`src/sv/particle_cell_remap_core_assert.svh`:
```
// assertion macros for the particle cell remap rtl
`ifndef PARTICLE_CELL_REMAP_CORE_ASSERT_SVH
`define PARTICLE_CELL_REMAP_CORE_ASSERT_SVH

`ifndef ASSERT_OFF
// condition must hold in the same cycle as the trigger
`define PCR_ASSERT_SAME(label, trig, cond, msg) \
	label: assert property (@(posedge clk) disable iff (!arst_n) (trig) |-> (cond)) \
		else $error(msg);
// condition must hold in the cycle after the trigger
`define PCR_ASSERT_NEXT(label, trig, cond, msg) \
	label: assert property (@(posedge clk) disable iff (!arst_n) (trig) |=> (cond)) \
		else $error(msg);
`else
`define PCR_ASSERT_SAME(label, trig, cond, msg)
`define PCR_ASSERT_NEXT(label, trig, cond, msg)
`endif

`endif

```
`src/sv/pcr_pkg.sv`:
```
// types, widths and register codes of the particle cell remap block
package pcr_pkg;

	// build-time geometry
	localparam int NUM_AXES  = 3;
	localparam int DIMS      = 3;
	localparam int CELL_BITS = 10;
	localparam int FRAC_BITS = 16;

	// register and fixed-point widths
	localparam int SCALE_W    = 24;
	localparam int SHIFT_W    = 32;
	localparam int GHOST_W    = 4;
	localparam int QBITS      = 16;
	localparam int CFG_IDX_W  = 3;
	localparam int CFG_DATA_W = 32;

	// datapath widths
	localparam int DIFF_W  = CELL_BITS + 1;
	localparam int MUL_W   = DIFF_W + SCALE_W + 1;
	localparam int WHOLE_W = ((MUL_W > SHIFT_W) ? MUL_W : SHIFT_W) + 1;
	localparam int AHI_W   = WHOLE_W - QBITS;
	localparam int PROD_W  = FRAC_BITS + SCALE_W;
	localparam int BHI_W   = PROD_W - FRAC_BITS;
	localparam int MID_W   = ((BHI_W > QBITS) ? BHI_W : QBITS) + 1;
	localparam int MHI_W   = MID_W - QBITS;
	localparam int CV_W    = AHI_W + 2;
	localparam int FRT_W   = QBITS + FRAC_BITS;

	// stream payload widths
	localparam int IN_W    = NUM_AXES * (CELL_BITS + FRAC_BITS);
	localparam int TDATA_W = ((IN_W + 7) / 8) * 8;

	typedef logic [CELL_BITS-1:0]     cell_t;
	typedef logic [FRAC_BITS-1:0]     frac_t;
	typedef logic [SCALE_W-1:0]       scale_t;
	typedef logic signed [SHIFT_W-1:0] shift_t;
	typedef logic [GHOST_W-1:0]       ghost_t;

	localparam cell_t  CELL_MAX    = '1;
	localparam frac_t  FRAC_MAX    = '1;
	localparam scale_t SCALE_RESET = scale_t'(1 << QBITS);

	// configuration register indexes
	typedef enum logic [CFG_IDX_W-1:0] {
		REG_SCALE_X   = 3'd0,
		REG_SCALE_Y   = 3'd1,
		REG_SCALE_Z   = 3'd2,
		REG_SHIFT_X   = 3'd3,
		REG_SHIFT_Y   = 3'd4,
		REG_SHIFT_Z   = 3'd5,
		REG_SRC_GHOST = 3'd6,
		REG_DST_GHOST = 3'd7
	} cfg_reg_t;

	// per-stage load enables handed from the pipeline control to the lanes
	typedef struct packed {
		logic s1;
		logic s2;
		logic s3;
		logic s4;
	} pcr_load_t;

endpackage

```
`src/sv/pcr_axis.sv`:
```
// one axis lane of the remap pipeline: multiply, add shift, split, clamp
module pcr_axis import pcr_pkg::*; (
	input  logic      clk,
	input  pcr_load_t load,
	input  logic      active,
	input  cell_t     cell_idx,
	input  frac_t     frac,
	input  scale_t    scale,
	input  shift_t    shift,
	input  ghost_t    src_ghosts,
	input  ghost_t    dst_ghosts,
	output cell_t     new_cell,
	output frac_t     new_frac,
	output logic      clamped
);

	logic signed [DIFF_W-1:0]  diff;
	logic signed [MUL_W-1:0]   mul_c;
	logic [PROD_W-1:0]         prod_c;

	logic signed [MUL_W-1:0]   mul_s1;
	logic [PROD_W-1:0]         prod_s1;
	cell_t                     cell_s1;
	frac_t                     frac_s1;

	logic signed [WHOLE_W-1:0] whole_s2;
	logic [BHI_W-1:0]          bhi_s2;
	frac_t                     blo_s2;
	cell_t                     cell_s2;
	frac_t                     frac_s2;

	logic signed [AHI_W-1:0]   ahi_s3;
	logic [MID_W-1:0]          mid_s3;
	frac_t                     blo_s3;
	cell_t                     cell_s3;
	frac_t                     frac_s3;

	logic signed [CV_W-1:0]    cellv;
	logic [FRT_W-1:0]          frt;
	logic                      below;
	logic                      above;

	cell_t                     new_cell_s4;
	frac_t                     new_frac_s4;
	logic                      clamped_s4;

	// stage 1: cell minus source ghosts times scale, fraction times scale
	always_comb begin
		diff   = $signed({1'b0, cell_idx}) - $signed(DIFF_W'(src_ghosts));
		mul_c  = MUL_W'(diff) * $signed(MUL_W'(scale));
		prod_c = PROD_W'(frac) * PROD_W'(scale);
	end

	always_ff @(posedge clk) begin
		if (load.s1) begin
			mul_s1  <= mul_c;
			prod_s1 <= prod_c;
			cell_s1 <= cell_idx;
			frac_s1 <= frac;
		end
	end

	// stage 2: add origin shift, split fraction product
	always_ff @(posedge clk) begin
		if (load.s2) begin
			whole_s2 <= WHOLE_W'(mul_s1) + WHOLE_W'(shift);
			bhi_s2   <= prod_s1[PROD_W-1:FRAC_BITS];
			blo_s2   <= prod_s1[FRAC_BITS-1:0];
			cell_s2  <= cell_s1;
			frac_s2  <= frac_s1;
		end
	end

	// stage 3: floor of the whole part, merge low bits with fraction product
	always_ff @(posedge clk) begin
		if (load.s3) begin
			ahi_s3  <= whole_s2[WHOLE_W-1:QBITS];
			mid_s3  <= MID_W'(whole_s2[QBITS-1:0]) + MID_W'(bhi_s2);
			blo_s3  <= blo_s2;
			cell_s3 <= cell_s2;
			frac_s3 <= frac_s2;
		end
	end

	// stage 4: destination cell, leftover fraction, range check
	always_comb begin
		cellv = $signed(CV_W'(dst_ghosts)) + CV_W'(ahi_s3)
			+ $signed(CV_W'(mid_s3[MID_W-1:QBITS]));
		frt   = {mid_s3[QBITS-1:0], {FRAC_BITS{1'b0}}} + FRT_W'(blo_s3);
		below = cellv[CV_W-1];
		above = !below && (cellv > $signed(CV_W'(CELL_MAX)));
	end

	always_ff @(posedge clk) begin
		if (load.s4) begin
			priority if (!active) begin
				new_cell_s4 <= cell_s3;
				new_frac_s4 <= frac_s3;
				clamped_s4  <= 1'b0;
			end else if (below) begin
				new_cell_s4 <= '0;
				new_frac_s4 <= '0;
				clamped_s4  <= 1'b1;
			end else if (above) begin
				new_cell_s4 <= CELL_MAX;
				new_frac_s4 <= FRAC_MAX;
				clamped_s4  <= 1'b1;
			end else begin
				new_cell_s4 <= cellv[CELL_BITS-1:0];
				new_frac_s4 <= frt[FRT_W-1:QBITS];
				clamped_s4  <= 1'b0;
			end
		end
	end

	assign new_cell = new_cell_s4;
	assign new_frac = new_frac_s4;
	assign clamped  = clamped_s4;

endmodule

```
`config.mk`:
```
export PLATFORM = sky130hd
export DESIGN_NAME = pcr_axis
export DESIGN_NICKNAME = d
export VERILOG_FILES = /design/src/sv/particle_cell_remap_core_assert.svh /design/src/sv/pcr_pkg.sv /design/src/sv/pcr_axis.sv
export SDC_FILE = /design/constraint.sdc
export NUM_CORES = 2
export LEC_CHECK = 0
export BUFFER_PORTS_ARGS = -buffer_cell sky130_fd_sc_hd__buf_2
export CORE_MARGIN = 5
export CORE_UTILIZATION = 64
export DETAILED_ROUTE_END_ITERATION = 8
export PLACE_DENSITY = 0.82
export SKIP_CTS_REPAIR_TIMING = 1
export SYNTH_ARGS = -nofsm -noshare
export SYNTH_HDL_FRONTEND = slang
export SYNTH_SLANG_ARGS = --single-unit
```
`constraint.sdc`:
```
create_clock -name clk -period 11.3 [get_ports clk]
set_clock_uncertainty 0.15 [all_clocks]
set_input_delay 2.26 -clock clk [delete_from_list [all_inputs] [get_ports clk]]
set_output_delay 2.26 -clock clk [all_outputs]
set_load 0.1 [all_outputs]
```
==> results.md <==
* Routed WL at 78.7 mm
* EDFF count, synth at 272
* Syn. warnings at 0
* Vias in the first global route at 25200
* Cts bufs inserted at 28
* Met2 GRT Util at 47.1%
* Vias per std cell at 5.94
* Worst slew pin tran at 1.21 ns
* Synth async-reset ratio at 0%
* Post-route antenna net violation count at 0
* Syn Nets at 4110
* Busiest grt layer: met2
* Met3 global-route usage at 5.17%
* Starting Density at 64.8%
* Max_slew headroom at 18.8%
* Post-synth top area cell: fa_1
* Placed Area at 33600 µm²
* Final period utilization at 87.7%
* Setup crit end kind: flop
* Detailed Route Iter0 Violations at 1997
* Kind of critical path: input pin to flop
* Hold Path Depth at 0
* Filler Cell Count at 3601
* Worst EP arrival at 10.05 ns
* Hold Crit Class: flop to flop
* Clock Latency Late Sink at 0.55 ns
* Final Net Count at 4131
* Syn Inst Count at 3227
* H-Tree Depth at 1
* Site row count at 82
* Met1 usage at 38.6%
* # port buffers at 122
* Distinct cells, synth at 70
* Die area at 55500 µm²
* Required time worst endpoint at 11.44 ns
* Initial antenna violation count at 2
* CTS tree: done
* Total grt overflow at 0
* DIE HEIGHT at 236 µm
* Largest net degree at the start of global routing at 74
* DRT Pass-1 Iters at 6
* DR WL/cell at 20.0 µm
* Worst hold slack at 0.265 ns
* Peak Freq at 101 MHz
* Main flop type after synthesis: edfxtp_1
* R2R depth at 11
* Root buffer cell: clkbuf_16
* CP Launch Type: input pin
* Count of final setup violators at 0
* Final Cell Area at 34500 µm²
* Die width at 236 µm
* Layout cells sized above 1 at 6.37%
* Drt drc at 0
* Clock-pin slew on the worst setup and hold paths at 0.06 ns
* Flops & latches, synth at 272
* Final hold violations at 0
* Syn avg cell area at 10.1 µm²
* Syn-to-layout area delta at 6.06%
* Final Critical Period at 9.91 ns
* Status: finished clean
* Setup TNS at 0 ns
* Max Slew Vio Count at 0
* All-layer global routing usage at 28.6%
* Post-DP HPWL at 59.1 mm
* Most frequent cells after synthesis: 628 x inv_1, 511 x fa_1, 454 x nand2_1
* Sink Count at 272
* Core area at 50300 µm²
* Max_cap viols at 0
* Synth top area cells: fa_1 31%, edfxtp_1 25%, ha_1 11%, inv_1 7.2%, nand2_1 5.2%
* Final core occ at 68.7%
* Num ports at 123
* RSZ-0062 raised after global routing: false
* First-pass GRT wire length at 129 mm
* CTS max path bufs at 3
* Post-Syn Area at 32600 µm²
* Synth top area share at 31.4%
* Most common cell in the netlist: inv_1
* Total number of vias at 23400
* Register area share after synthesis at 25.1%
* Critical path fanouts, max at 20
* GPL Wtd Cong at 0.985
cell usage in the layout (no fill, tap or decap), types with 4 or more instances in the layout:
master,synthesis,routed
a21oi_1,103,103
o21ai_0,41,41
xnor2_1,84,80
fa_1,511,511
o21ai_1,9,9
nor4_1,4,4
nor2_1,103,103
o31ai_1,6,6
inv_1,628,628
o21a_1,17,17
edfxtp_1,272,272
clkbuf_1,140,4
nor2b_1,62,62
ha_1,276,276
a221oi_1,4,4
buf_4,0,14
nand2_1,454,454
o21bai_1,24,24
buf_2,2,120
a31oi_1,14,14
xnor2_2,0,4
xor2_1,36,36
clkinv_1,0,6
nand3_1,24,24
nand2b_1,12,12
a211oi_1,8,8
and3_1,10,10
o22ai_1,26,26
or2_2,11,11
nand4_1,13,13
a21o_1,42,42
or3_1,8,8
nor3_1,22,22
and2_1,192,192
clkbuf_16,0,29
bufinv_16,0,4
kinds of logic after synthesis:
kind of cell | after synthesis | synth area share, %
AND/OR/NAND/NOR | 927 | 13.4
XOR/XNOR | 120 | 3.23
adder cells (fa/ha/maj) | 787 | 42.0
AO/OA/AOI/OAI | 349 | 7.31
flip-flops | 272 | 25.1
multiplexers | 1 | 0.0307
buffers and inverters | 771 | 8.90
registers in the layout (all words and copies together) (netlist names):
name and cells:
cell_s1 10, cell_s2 10, frac_s3 16, mul_s1 36
prod_s1 24, new_cell 10, frac_s2 16, whole_s2 37
cell_s3 10, ahi_s3 21, mid_s3 25, frac_s1 16
bhi_s2 24, new_frac 16, clamped 1
layer usage:
metal	part of all wire (%)	vias to the layer above
met3	10	265
met1	38	11600
met5	0.034	-
met2	48	1307
met4	4.2	4
li1	-	10200
worst max-delay path: stages:
cell and delay, ns:
buf_2 0.11, inv_1 0.06, ha_1 0.22, fa_1 0.27, inv_1 0.06, a21oi_1 0.17, o21bai_1 0.13, or3_1 0.46
xnor2_2 0.96, nand2_1 0.18, fa_1 0.53, fa_1 0.54, inv_1 0.05, fa_1 0.47, fa_1 0.49, inv_1 0.05
fa_1 0.47, inv_1 0.04, ha_1 0.33, a2111oi_0 0.51, o21a_1 0.24, o32ai_2 0.14, a221oi_2 0.36, a21oi_1 0.19
a21oi_2 0.22, o21ai_1 0.14, a41oi_1 0.30, xnor2_1 0.09
final cells by class:
type                       count  area [µm²]  area share, %
multi-input combinational   2184       21500           62.3
inverter                     628        2360           6.83
clock inverter                16         193          0.558
tap                          672         841           2.43
clock buffer                  33         741           2.15
sequential                   272        8170           23.7
timing repair buffer         134         706           2.04
antenna                        1        2.50        0.00725
per-stage QoR:
| stage | setup WS [ns] | std cells |
|---|---|---|
| after floorplan | 2.21 | 3227 |
| after global placement | 1.36 | 3890 |
| after detailed placement | 1.02 | 3890 |
| after CTS | 1.51 | 3939 |
| after global routing | 0.889 | 3939 |
| final | 1.39 | 3940 |
final timing paths:
| kind | startpoint | endpoint | slack (ns) |
|---|---|---|---|
| setup / recovery | cell_idx[0] | mul_s1[33]$_DFFE_PP_ | 1.39 |
| hold / removal | prod_s1[18]$_DFFE_PP_ | bhi_s2[2]$_DFFE_PP_ | 0.27 |
| setup reg to reg | ahi_s3[2]$_DFFE_PP_ | new_frac[9]$_DFFE_PP_ | 6.96 |
| hold reg to reg | prod_s1[18]$_DFFE_PP_ | bhi_s2[2]$_DFFE_PP_ | 0.27 |
Power is left out: the tool's default activity adds up to more than one toggle a clock period on the data nets, which glitch-free logic cannot reach.
